===== src/mu8_pkg.sv =====
// Shared types and constants of the modified UTF-8 decoder.
package mu8_pkg;

   localparam int MAX_RES    = 3;
   localparam int FIFO_DEPTH = 4;
   localparam int FIFO_AW    = 2;

   localparam logic [1:0]  CONT_TAG       = 2'b10;
   localparam logic [2:0]  LEAD_TWO_TAG   = 3'b110;
   localparam logic [3:0]  LEAD_THREE_TAG = 4'b1110;
   localparam logic [7:0]  SURR_LEAD      = 8'hED;
   localparam logic [3:0]  SURR_LOW_NIB   = 4'hB;
   localparam logic [15:0] HIGH_FIRST     = 16'hD800;
   localparam logic [15:0] HIGH_LAST      = 16'hDBFF;
   localparam logic [20:0] SUPP_BASE      = 21'h10000;
   localparam logic [20:0] CP_MAX         = 21'h10FFFF;

   typedef enum logic [2:0] {
      POS_LEAD,
      POS_TWO_1,
      POS_THREE_1,
      POS_THREE_2,
      POS_HELD,
      POS_HELD_ED,
      POS_HELD_EDB
   } pos_type;

   typedef enum logic [1:0] {
      ST_CODE,
      ST_MALFORMED,
      ST_TRUNCATED,
      ST_END_ONLY
   } status_type;

   typedef struct packed {
      logic [20:0] code_point;
      status_type  status;
      logic        last;
   } res_type;

   // All results caused by one input byte
   typedef struct packed {
      logic [1:0]                count;
      res_type [MAX_RES-1:0]     res;
   } rec_type;

endpackage


===== src/mu8_if.sv =====
// Channel interfaces for the byte input and the result output.
interface mu8_req_if;
   logic       valid;
   logic       ready;
   logic [7:0] byte_value;
   logic       end_of_string;

   modport source  (output valid, byte_value, end_of_string, input ready);
   modport sink    (input valid, byte_value, end_of_string, output ready);
   modport monitor (input valid, ready, byte_value, end_of_string);
endinterface

interface mu8_rsp_if;
   logic        valid;
   logic        ready;
   logic [20:0] code_point;
   logic [1:0]  status;
   logic        last;

   modport source  (output valid, code_point, status, last, input ready);
   modport sink    (input valid, code_point, status, last, output ready);
   modport monitor (input valid, ready, code_point, status, last);
endinterface


===== src/mu8_front.sv =====
// Front end: takes one byte a beat, runs the sequence tracker, emits a result record.
module mu8_front (
   input  logic                clock,
   input  logic                reset,
   mu8_req_if.sink             req_chan,
   input  logic                q_full,
   output logic                q_push,
   output mu8_pkg::rec_type    q_rec
);

   mu8_pkg::pos_type pos_ff, pos_in;
   logic [15:0]      partial_ff, partial_in;
   logic [15:0]      unit_ff, unit_in;

   logic             fire;
   logic [7:0]       b;
   logic             cont;

   logic             lead_emit;
   logic [20:0]      lead_cp;
   mu8_pkg::status_type lead_st;
   mu8_pkg::pos_type lead_pos;
   logic [15:0]      lead_partial;

   logic             do_lead;
   logic [10:0]      v2;
   logic [15:0]      v3;
   mu8_pkg::rec_type rec;

   function automatic mu8_pkg::rec_type add(input mu8_pkg::rec_type r,
                                            input logic [20:0] cp,
                                            input mu8_pkg::status_type st);
      mu8_pkg::rec_type o;
      o = r;
      o.res[r.count] = '{code_point: cp, status: st, last: 1'b0};
      o.count = r.count + 2'd1;
      return o;
   endfunction

   assign req_chan.ready = !q_full;
   assign fire = req_chan.valid && req_chan.ready;
   assign b    = req_chan.byte_value;
   assign cont = (b[7:6] == mu8_pkg::CONT_TAG);
   assign v2   = {partial_ff[4:0], b[5:0]};
   assign v3   = {partial_ff[9:0], b[5:0]};

   // Decode of a byte taken as a lead
   always_comb begin
      lead_emit    = 1'b0;
      lead_cp      = '0;
      lead_st      = mu8_pkg::ST_CODE;
      lead_pos     = mu8_pkg::POS_LEAD;
      lead_partial = '0;
      if (!b[7]) begin
         lead_emit = 1'b1;
         lead_cp   = {13'd0, b};
      end else if (b[7:5] == mu8_pkg::LEAD_TWO_TAG) begin
         lead_pos     = mu8_pkg::POS_TWO_1;
         lead_partial = {11'd0, b[4:0]};
      end else if (b[7:4] == mu8_pkg::LEAD_THREE_TAG) begin
         lead_pos     = mu8_pkg::POS_THREE_1;
         lead_partial = {12'd0, b[3:0]};
      end else begin
         lead_emit = 1'b1;
         lead_st   = mu8_pkg::ST_MALFORMED;
      end
   end

   always_comb begin
      rec        = '0;
      pos_in     = pos_ff;
      partial_in = partial_ff;
      unit_in    = unit_ff;
      do_lead    = 1'b0;
      unique case (pos_ff)
         mu8_pkg::POS_TWO_1: begin
            if (cont) begin
               if (v2 != '0) rec = add(rec, {10'd0, v2}, mu8_pkg::ST_CODE);
               pos_in     = mu8_pkg::POS_LEAD;
               partial_in = '0;
            end else begin
               rec     = add(rec, '0, mu8_pkg::ST_MALFORMED);
               do_lead = 1'b1;
            end
         end
         mu8_pkg::POS_THREE_1: begin
            if (cont) begin
               partial_in = {6'd0, partial_ff[3:0], b[5:0]};
               pos_in     = mu8_pkg::POS_THREE_2;
            end else begin
               rec     = add(rec, '0, mu8_pkg::ST_MALFORMED);
               do_lead = 1'b1;
            end
         end
         mu8_pkg::POS_THREE_2: begin
            if (cont) begin
               partial_in = '0;
               if (v3 >= mu8_pkg::HIGH_FIRST && v3 <= mu8_pkg::HIGH_LAST) begin
                  unit_in = v3;
                  pos_in  = mu8_pkg::POS_HELD;
               end else begin
                  rec    = add(rec, {5'd0, v3}, mu8_pkg::ST_CODE);
                  pos_in = mu8_pkg::POS_LEAD;
               end
            end else begin
               rec     = add(rec, '0, mu8_pkg::ST_MALFORMED);
               do_lead = 1'b1;
            end
         end
         mu8_pkg::POS_HELD: begin
            if (b == mu8_pkg::SURR_LEAD) begin
               pos_in = mu8_pkg::POS_HELD_ED;
            end else begin
               rec     = add(rec, {5'd0, unit_ff}, mu8_pkg::ST_CODE);
               unit_in = '0;
               do_lead = 1'b1;
            end
         end
         mu8_pkg::POS_HELD_ED: begin
            if (b[7:4] == mu8_pkg::SURR_LOW_NIB) begin
               partial_in = {12'd0, b[3:0]};
               pos_in     = mu8_pkg::POS_HELD_EDB;
            end else if (cont) begin
               // broken pair: the ED starts an ordinary three-byte form
               rec        = add(rec, {5'd0, unit_ff}, mu8_pkg::ST_CODE);
               unit_in    = '0;
               partial_in = {6'd0, mu8_pkg::SURR_LEAD[3:0], b[5:0]};
               pos_in     = mu8_pkg::POS_THREE_2;
            end else begin
               rec     = add(rec, {5'd0, unit_ff}, mu8_pkg::ST_CODE);
               rec     = add(rec, '0, mu8_pkg::ST_MALFORMED);
               unit_in = '0;
               do_lead = 1'b1;
            end
         end
         mu8_pkg::POS_HELD_EDB: begin
            if (cont) begin
               rec = add(rec,
                         mu8_pkg::SUPP_BASE + {1'b0, unit_ff[9:0], partial_ff[3:0], b[5:0]},
                         mu8_pkg::ST_CODE);
               unit_in    = '0;
               partial_in = '0;
               pos_in     = mu8_pkg::POS_LEAD;
            end else begin
               rec     = add(rec, {5'd0, unit_ff}, mu8_pkg::ST_CODE);
               rec     = add(rec, '0, mu8_pkg::ST_MALFORMED);
               unit_in = '0;
               do_lead = 1'b1;
            end
         end
         default: begin
            do_lead = 1'b1;
         end
      endcase

      if (do_lead) begin
         if (lead_emit) rec = add(rec, lead_cp, lead_st);
         pos_in     = lead_pos;
         partial_in = lead_partial;
      end

      if (req_chan.end_of_string) begin
         // a held unit is still there only while waiting on its pair
         if (pos_in == mu8_pkg::POS_HELD || pos_in == mu8_pkg::POS_HELD_ED ||
             pos_in == mu8_pkg::POS_HELD_EDB)
            rec = add(rec, {5'd0, unit_in}, mu8_pkg::ST_CODE);
         if (pos_in != mu8_pkg::POS_LEAD && pos_in != mu8_pkg::POS_HELD)
            rec = add(rec, '0, mu8_pkg::ST_TRUNCATED);
         if (rec.count == 2'd0)
            rec = add(rec, '0, mu8_pkg::ST_END_ONLY);
         rec.res[rec.count - 2'd1].last = 1'b1;
         pos_in     = mu8_pkg::POS_LEAD;
         partial_in = '0;
         unit_in    = '0;
      end
   end

   assign q_push = fire && (rec.count != 2'd0);
   assign q_rec  = rec;

   always_ff @(posedge clock) begin
      if (reset) begin
         pos_ff     <= mu8_pkg::POS_LEAD;
         partial_ff <= '0;
         unit_ff    <= '0;
      end else if (fire) begin
         pos_ff     <= pos_in;
         partial_ff <= partial_in;
         unit_ff    <= unit_in;
      end
   end

endmodule


===== src/mu8_fifo.sv =====
// Short queue of result records between front and back.
module mu8_fifo (
   input  logic                clock,
   input  logic                reset,
   input  logic                push,
   input  mu8_pkg::rec_type    din,
   output logic                full,
   input  logic                pop,
   output mu8_pkg::rec_type    dout,
   output logic                empty
);

   mu8_pkg::rec_type             entries_ff [mu8_pkg::FIFO_DEPTH];
   logic [mu8_pkg::FIFO_AW-1:0]  wr_ptr_ff, wr_ptr_in;
   logic [mu8_pkg::FIFO_AW-1:0]  rd_ptr_ff, rd_ptr_in;
   logic [mu8_pkg::FIFO_AW:0]    fill_ff, fill_in;
   logic                         do_push, do_pop;

   assign full    = (fill_ff == (mu8_pkg::FIFO_AW+1)'(mu8_pkg::FIFO_DEPTH));
   assign empty   = (fill_ff == '0);
   assign do_push = push && !full;
   assign do_pop  = pop && !empty;
   assign dout    = entries_ff[rd_ptr_ff];

   always_comb begin
      wr_ptr_in = wr_ptr_ff + (mu8_pkg::FIFO_AW)'(do_push);
      rd_ptr_in = rd_ptr_ff + (mu8_pkg::FIFO_AW)'(do_pop);
      fill_in   = fill_ff + (mu8_pkg::FIFO_AW+1)'(do_push)
                          - (mu8_pkg::FIFO_AW+1)'(do_pop);
   end

   always_ff @(posedge clock) begin
      if (do_push) entries_ff[wr_ptr_ff] <= din;
   end

   always_ff @(posedge clock) begin
      if (reset) begin
         wr_ptr_ff <= '0;
         rd_ptr_ff <= '0;
         fill_ff   <= '0;
      end else begin
         wr_ptr_ff <= wr_ptr_in;
         rd_ptr_ff <= rd_ptr_in;
         fill_ff   <= fill_in;
      end
   end

endmodule


===== src/mu8_back.sv =====
// Back end: unpacks result records into one result beat per cycle while rsp_chan is ready.
module mu8_back (
   input  logic                clock,
   input  logic                reset,
   input  mu8_pkg::rec_type    q_rec,
   input  logic                q_empty,
   output logic                q_pop,
   mu8_rsp_if.source           rsp_chan
);

   mu8_pkg::rec_type rec_ff, rec_in;
   logic             rec_valid_ff, rec_valid_in;
   logic [1:0]       idx_ff, idx_in;
   mu8_pkg::res_type out_ff, out_in;
   logic             out_valid_ff, out_valid_in;

   logic             out_load, take, rec_done, rec_free;

   assign out_load = !out_valid_ff || rsp_chan.ready;
   assign take     = out_load && rec_valid_ff;
   assign rec_done = (idx_ff == rec_ff.count - 2'd1);
   assign rec_free = !rec_valid_ff || (take && rec_done);
   assign q_pop    = rec_free && !q_empty;

   always_comb begin
      out_in       = out_ff;
      out_valid_in = out_valid_ff;
      if (take) begin
         out_in       = rec_ff.res[idx_ff];
         out_valid_in = 1'b1;
      end else if (out_load) begin
         out_valid_in = 1'b0;
      end

      rec_in       = rec_ff;
      rec_valid_in = rec_valid_ff;
      idx_in       = idx_ff;
      if (q_pop) begin
         rec_in       = q_rec;
         rec_valid_in = 1'b1;
         idx_in       = '0;
      end else if (rec_free) begin
         rec_valid_in = 1'b0;
      end else if (take) begin
         idx_in = idx_ff + 2'd1;
      end
   end

   always_ff @(posedge clock) begin
      if (reset) begin
         rec_valid_ff <= 1'b0;
         out_valid_ff <= 1'b0;
         idx_ff       <= '0;
      end else begin
         rec_valid_ff <= rec_valid_in;
         out_valid_ff <= out_valid_in;
         idx_ff       <= idx_in;
      end
   end

   always_ff @(posedge clock) begin
      rec_ff <= rec_in;
      out_ff <= out_in;
   end

   assign rsp_chan.valid      = out_valid_ff;
   assign rsp_chan.code_point = out_ff.code_point;
   assign rsp_chan.status     = out_ff.status;
   assign rsp_chan.last       = out_ff.last;

endmodule


===== src/modified_utf8_to_code_point.sv =====
// Top level of the modified UTF-8 to code point decoder.
//
// req_chan carries one byte of a class-file modified UTF-8 string per beat,
// with end_of_string on the final byte. rsp_chan carries decoded results:
// code_point with status 0, or a status beat for a malformed byte (1), a
// truncated form at string end (2) or an empty end step (3); last marks the
// final result of each string.
// A byte is taken every cycle while the four-entry record queue has room.
// Each byte gives zero to three results; the back end sends one result per
// cycle, so sustained input rate is one byte per cycle when bytes average
// at most one result, otherwise the result port (one beat a cycle) paces it.
// A byte's first result passes through the queue, record and output registers.
// A stalled receiver holds the output register; the queue then fills and
// req_chan.ready drops, with no beat lost.
// Reset clears the sequence tracker, the queue and the output register; no
// string is in progress afterwards.
module modified_utf8_to_code_point (
   input  logic       clock,
   input  logic       reset,
   mu8_req_if.sink    req_chan,
   mu8_rsp_if.source  rsp_chan
);

   logic             q_push, q_full, q_pop, q_empty;
   mu8_pkg::rec_type q_din, q_dout;

   mu8_front u_front (
      .clock    (clock),
      .reset    (reset),
      .req_chan (req_chan),
      .q_full   (q_full),
      .q_push   (q_push),
      .q_rec    (q_din)
   );

   mu8_fifo u_fifo (
      .clock (clock),
      .reset (reset),
      .push  (q_push),
      .din   (q_din),
      .full  (q_full),
      .pop   (q_pop),
      .dout  (q_dout),
      .empty (q_empty)
   );

   mu8_back u_back (
      .clock    (clock),
      .reset    (reset),
      .q_rec    (q_dout),
      .q_empty  (q_empty),
      .q_pop    (q_pop),
      .rsp_chan (rsp_chan)
   );

endmodule


===== src/flat_wrapper.sv =====
// flat-port wrapper written by rule: the top's interface ports become plain ports
module modified_utf8_to_code_point_flat 
  (clock, reset, req_chan_valid, req_chan_byte_value, req_chan_end_of_string, req_chan_ready, rsp_chan_valid, rsp_chan_code_point, rsp_chan_status, rsp_chan_last, rsp_chan_ready);
  mu8_req_if req_chan_i ();
  mu8_rsp_if rsp_chan_i ();
  input  logic clock;
  input  logic reset;
  input wire logic [$bits(req_chan_i.valid)-1:0] req_chan_valid;
  input wire logic [$bits(req_chan_i.byte_value)-1:0] req_chan_byte_value;
  input wire logic [$bits(req_chan_i.end_of_string)-1:0] req_chan_end_of_string;
  output wire logic [$bits(req_chan_i.ready)-1:0] req_chan_ready;
  output wire logic [$bits(rsp_chan_i.valid)-1:0] rsp_chan_valid;
  output wire logic [$bits(rsp_chan_i.code_point)-1:0] rsp_chan_code_point;
  output wire logic [$bits(rsp_chan_i.status)-1:0] rsp_chan_status;
  output wire logic [$bits(rsp_chan_i.last)-1:0] rsp_chan_last;
  input wire logic [$bits(rsp_chan_i.ready)-1:0] rsp_chan_ready;
  assign req_chan_i.valid = req_chan_valid;
  assign req_chan_i.byte_value = req_chan_byte_value;
  assign req_chan_i.end_of_string = req_chan_end_of_string;
  assign req_chan_ready = req_chan_i.ready;
  assign rsp_chan_valid = rsp_chan_i.valid;
  assign rsp_chan_code_point = rsp_chan_i.code_point;
  assign rsp_chan_status = rsp_chan_i.status;
  assign rsp_chan_last = rsp_chan_i.last;
  assign rsp_chan_i.ready = rsp_chan_ready;
  modified_utf8_to_code_point u_core (.clock(clock), .reset(reset), .req_chan(req_chan_i), .rsp_chan(rsp_chan_i));
endmodule

===== config.mk =====
export PLATFORM = sky130hd
export DESIGN_NAME = modified_utf8_to_code_point_flat
export DESIGN_NICKNAME = d
export VERILOG_FILES = /design/src/mu8_pkg.sv /design/src/mu8_if.sv /design/src/mu8_front.sv /design/src/mu8_fifo.sv /design/src/mu8_back.sv /design/src/modified_utf8_to_code_point.sv /design/src/flat_wrapper.sv
export SDC_FILE = /design/constraint.sdc
export NUM_CORES = 1
export LEC_CHECK = 0
export ABC_AREA = 1
export BUFFER_PORTS_ARGS = -buffer_cell sky130_fd_sc_hd__clkbuf_2
export CAP_MARGIN = 20
export CORE_AREA = 10 10 205 207
export CTS_CLUSTER_DIAMETER = 120
export DETAILED_ROUTE_END_ITERATION = 8
export DIE_AREA = 0 0 215 217
export HOLD_SLACK_MARGIN = 0.08
export PLACE_DENSITY = 0.64
export RECOVER_POWER = 25
export SLEW_MARGIN = 10
export SYNTH_ARGS = -nofsm -noshare
export SYNTH_HDL_FRONTEND = slang
export SYNTH_HIERARCHICAL = 1
export SYNTH_SLANG_ARGS = --single-unit

===== constraint.sdc =====
create_clock -name clock -period 27.1 [get_ports clock]
set_clock_uncertainty 0.05 [all_clocks]
set_input_delay 5.42 -clock clock [delete_from_list [all_inputs] [get_ports clock]]
set_output_delay 5.42 -clock clock [all_outputs]
set_load 0.01 [all_outputs]

==> results.py <==
metrics = {
    "route": {
        "wl_met2_um": 22000,
        "met3_length_um": 3260,
        "routed.top_layer": "met5",
        "via_count": 12300,
        "drc": 0,
        "routedWlPerCell_um": 20.6,
        "viasPerCell": 5.56,
        "drtIter0Drc": 1062,
        "ant_nets": 0,
        "dr.pass1.iters": 6,
        "postRouteWirelength_um": 45700,
        "wl_met1_um": 19400,
    },
    "place": {
        "hpwl_um": 28000,
        "post-place-cells": 2134,
        "place_congestion": 0.936,
        "io_buffers": 38,
    },
    "critical_path": {
        "startpoint_type": "primary input",
        "path_max_fanout": 65,
        "critPathSlowestCell": "nor2_1",
        "cp.arrival_ns": 12.14,
        "setup.worst_path.class": "in2reg",
        "reg2regPathDepth": 14,
        "critical_path.max_stage_delay_ns": 1.09,
        "endpoint_kind": "flop",
        "cp.required_ns": 27.23,
        "critPathMostFrequentCell": "nand2_1",
    },
    "global_route": {
        "first_global_vias": 11600,
        "antenna_found_initial": 1,
        "grt_max_degree": 80,
        "grt_use_total_pct": 19.2,
        "grt_pass1_wl_um": 69700,
        "grt-ovfl-total": 0,
    },
    "synth": {
        "synth_area_mm2": 0.0187,
        "yosys.area.top_type": "edfxtp_1",
        "synth-edff-count": 394,
        "synth_top_area_share_pct": 63.1,
        "yosys_register_bits": 434,
        "syn_area_per_cell_um2": 11.4,
        "synthFlopType": "edfxtp_1",
        "synth_area_leaders": "edfxtp_1 63%, nor2_1 4.7%, nand2_1 4.4%, o21ai_0 4.4%, dfxtp_1 4.3%",
        "ys_seq_area_share_pct": 67.4,
        "yosys_warnings": 6,
        "postSynthCellCount": 1639,
        "ys_types": 48,
        "ys_async_sr_fraction_pct": 0,
    },
    "sta": {
        "drv_slew": 267,
        "rsz0062_at_grt": "no",
        "finalHoldViolCount": 0,
        "fmax_ghz": 0.0833,
        "relSlewSlack_pct": -78.2,
        "fin_crit_ns": 12.01,
        "tightest_slew_ns": 2.67,
        "tns_ns": 0,
        "finalSetupViolCount": 0,
        "fin_crit_sh_pct": 44.3,
    },
    "clock_network": {
        "hold_buffers": 0,
        "root_buffer": "clkbuf_16",
        "clkSinkCount": 434,
        "cts_max_level": 2,
        "numCtsBuffers": 45,
        "postCtsSetupBuffers": 0,
        "post_cts_resized": 0,
        "cts.path.max_buffers": 3,
        "clkLatencyLatePin_ns": 0.57,
        "path_clk_slew_ns": 0.06,
        "cts_tree": "built",
    },
    "flow_run": {
        "maxCapViolCount": 7,
    },
    "min_path": {
        "worstHoldPathType": "reg2reg",
        "holdPathStages": 2,
    },
    "die": {
        "dieArea_mm2": 0.0467,
        "fp-row-count": 72,
        "initial_core_util_pct": 49.2,
        "die_y_um": 217,
        "die_w_um": 215,
        "design.core.area_mm2": 0.0381,
        "io_pins": 39,
    },
    "status": {
        "violations": "capacitance limit, slew limit",
        "status": "finished with violations",
    },
    "power": {
        "clockPowerShare_pct": 30.7,
        "comb_power_share_pct": 22.0,
        "p_per_area_mw_per_mm2": 101,
        "switching_share_pct": 30.4,
        "leakage_nw": 7.26,
        "seqPwrFrac_pct": 47.3,
        "p_sw_mw": 0.637,
        "vdd_drop_max_uv": 47.5,
        "p_int_mw": 1.46,
    },
    "cells_and_area": {
        "finalNonFillerCells": 2217,
        "multi_input_area_mm2": 0.00517,
        "fill_cells": 3214,
        "regArea_mm2": 0.0126,
        "n_antenna_cell": 0,
        "fin_nets": 1694,
        "drive_above_1_share_pct": 10.9,
        "area_growth_pct": 10.4,
    },
}
==> logic make-up (layout without fill, tap and decap cells) <==
group	after synthesis	count (layout)	share of synthesized area (%)
fa+ha+maj	18	18	1.24
simple gates	624	624	14.9
compound gates	366	366	11.1
other cells	1	10	0.0200
buf+inv	192	243	5.11
xor+xnor	4	4	0.187
flops	434	434	67.4
==> state kept, by name, indices dropped and copies added, names as in the netlist <==
register	cells
u_core/u_fifo/entries_ff	296
u_core/u_back/rec_ff	74
u_core/u_back/rsp_chan.code_point	21
u_core/u_front/unit_ff	16
u_core/u_front/partial_ff	10
u_core/u_fifo/fill_ff	3
u_core/u_front/pos_ff	3
u_core/u_back/idx_ff	2
u_core/u_back/rsp_chan.status	2
u_core/u_fifo/rd_ptr_ff	2
u_core/u_fifo/wr_ptr_ff	2
u_core/u_back/rec_valid_ff	1
u_core/u_back/rsp_chan.last	1
u_core/u_back/rsp_chan.valid	1
==> final timing paths <==
check        slack, ns                                   endpoint                                     from
max              15.09  u_core/u_fifo/entries_ff[0][54]$_DFFE_PP_                   req_chan_byte_value[7]
min               0.42    u_core/u_front/unit_ff[15]$_SDFFE_PP0P_  u_core/u_front/unit_ff[15]$_SDFFE_PP0P_
max reg2reg      19.88        u_core/u_fifo/fill_ff[2]$_SDFF_PP0_     u_core/u_back/idx_ff[0]$_SDFFE_PP0P_
min reg2reg       0.42    u_core/u_front/unit_ff[15]$_SDFFE_PP0P_  u_core/u_front/unit_ff[15]$_SDFFE_PP0P_
==> metal layers <==
metal,GRT usage [%],vias up
met5,0,-
met4,5.63,2
met3,3.74,83
met2,31.5,443
met1,25.6,5946
li1,-,5850
==> critical path: cells and delay by family <==
kind,cells,cell delay (ns)
AO/OA/AOI/OAI,3,0.41
buffers and inverters,8,1.80
AND/OR/NAND/NOR,15,3.32
adder cells (fa/ha/maj),4,1.10
==> layout make-up <==
type	count	share of cell area, %
sequential	434	61.1
multi-input combinational	1022	25.0
clock buffer	58	5.88
tap	518	3.13
inverter	104	1.96
clock inverter	25	1.66
timing repair buffer	56	1.32
==> power by group through the flow <==
| stage | clock [mW] | sequential [mW] | combinational [mW] |
|---|---|---|---|
| 6_report | 0.644 | 0.990 | 0.462 |
| 5_1_grt | 0.686 | 1.00 | 0.516 |
| 4_1_cts | 0.656 | 0.990 | 0.479 |
| 3_5_place_dp | 0 | 1.00 | 0.478 |
| 3_3_place_gp | 0 | 1.00 | 0.469 |
| 2_1_floorplan | 0 | 1.01 | 0.340 |
==> layout by cell type, fill, tap and decap left out, types with 9 or more instances in the layout <==
cell,synthesis,routed
nand3_1,74,74
clkbuf_1,31,41
nor2_2,22,22
clkbuf_2,0,12
o21ai_0,165,214
o22ai_1,71,71
nand2_4,9,9
nand4_1,18,18
inv_2,14,11
edfxtp_1,394,394
buf_4,18,13
dfxtp_1,40,39
nor2_1,236,237
clkbuf_16,0,46
o22ai_2,11,11
nand2_1,222,224
nor3_1,18,14
conb_1,1,10
inv_1,85,85
ha_1,17,17
a21oi_1,48,49
==> cells in the mapped netlist, types with 3 or more instances <==
| library cell | n |
|---|---|
| edfxtp_1 | 394 |
| nor2_1 | 236 |
| nand2_1 | 222 |
| o21ai_0 | 165 |
| inv_1 | 85 |
| nand3_1 | 74 |
| o22ai_1 | 71 |
| o21ai_1 | 52 |
| a21oi_1 | 48 |
| dfxtp_1 | 40 |
| clkbuf_1 | 31 |
| nor2_2 | 22 |
| buf_2 | 21 |
| buf_4 | 18 |
| nand4_1 | 18 |
| nor3_1 | 18 |
| ha_1 | 17 |
| inv_2 | 14 |
| buf_6 | 13 |
| o22ai_2 | 11 |
| nand2_4 | 9 |
| o21ai_2 | 8 |
| nand2_2 | 7 |
| nand3_2 | 7 |
| nor2_4 | 4 |
| buf_1 | 3 |
| inv_4 | 3 |
==> stage by stage <==
| step | hold WS, ns | total power, mW | utilization, % | worst slack, ns | area [um^2] |
|---|---|---|---|---|---|
| 6_report | 0.424 | 2.10 | 54.3 | 15.09 | 20700 |
| 5_1_grt | 0.440 | 2.21 | 54.3 | 14.56 | 20700 |
| 4_1_cts | 0.419 | 2.12 | 54.5 | 16.10 | 20800 |
| 3_5_place_dp | 0.409 | 1.48 | 50.5 | 15.52 | 19200 |
| 3_3_place_gp | 0.405 | 1.47 | 50.5 | 15.72 | 19200 |
| 2_1_floorplan | 0.395 | 1.35 | - | 12.76 | 18800 |
No activity file was read; power rests on OpenSTA's default activity.
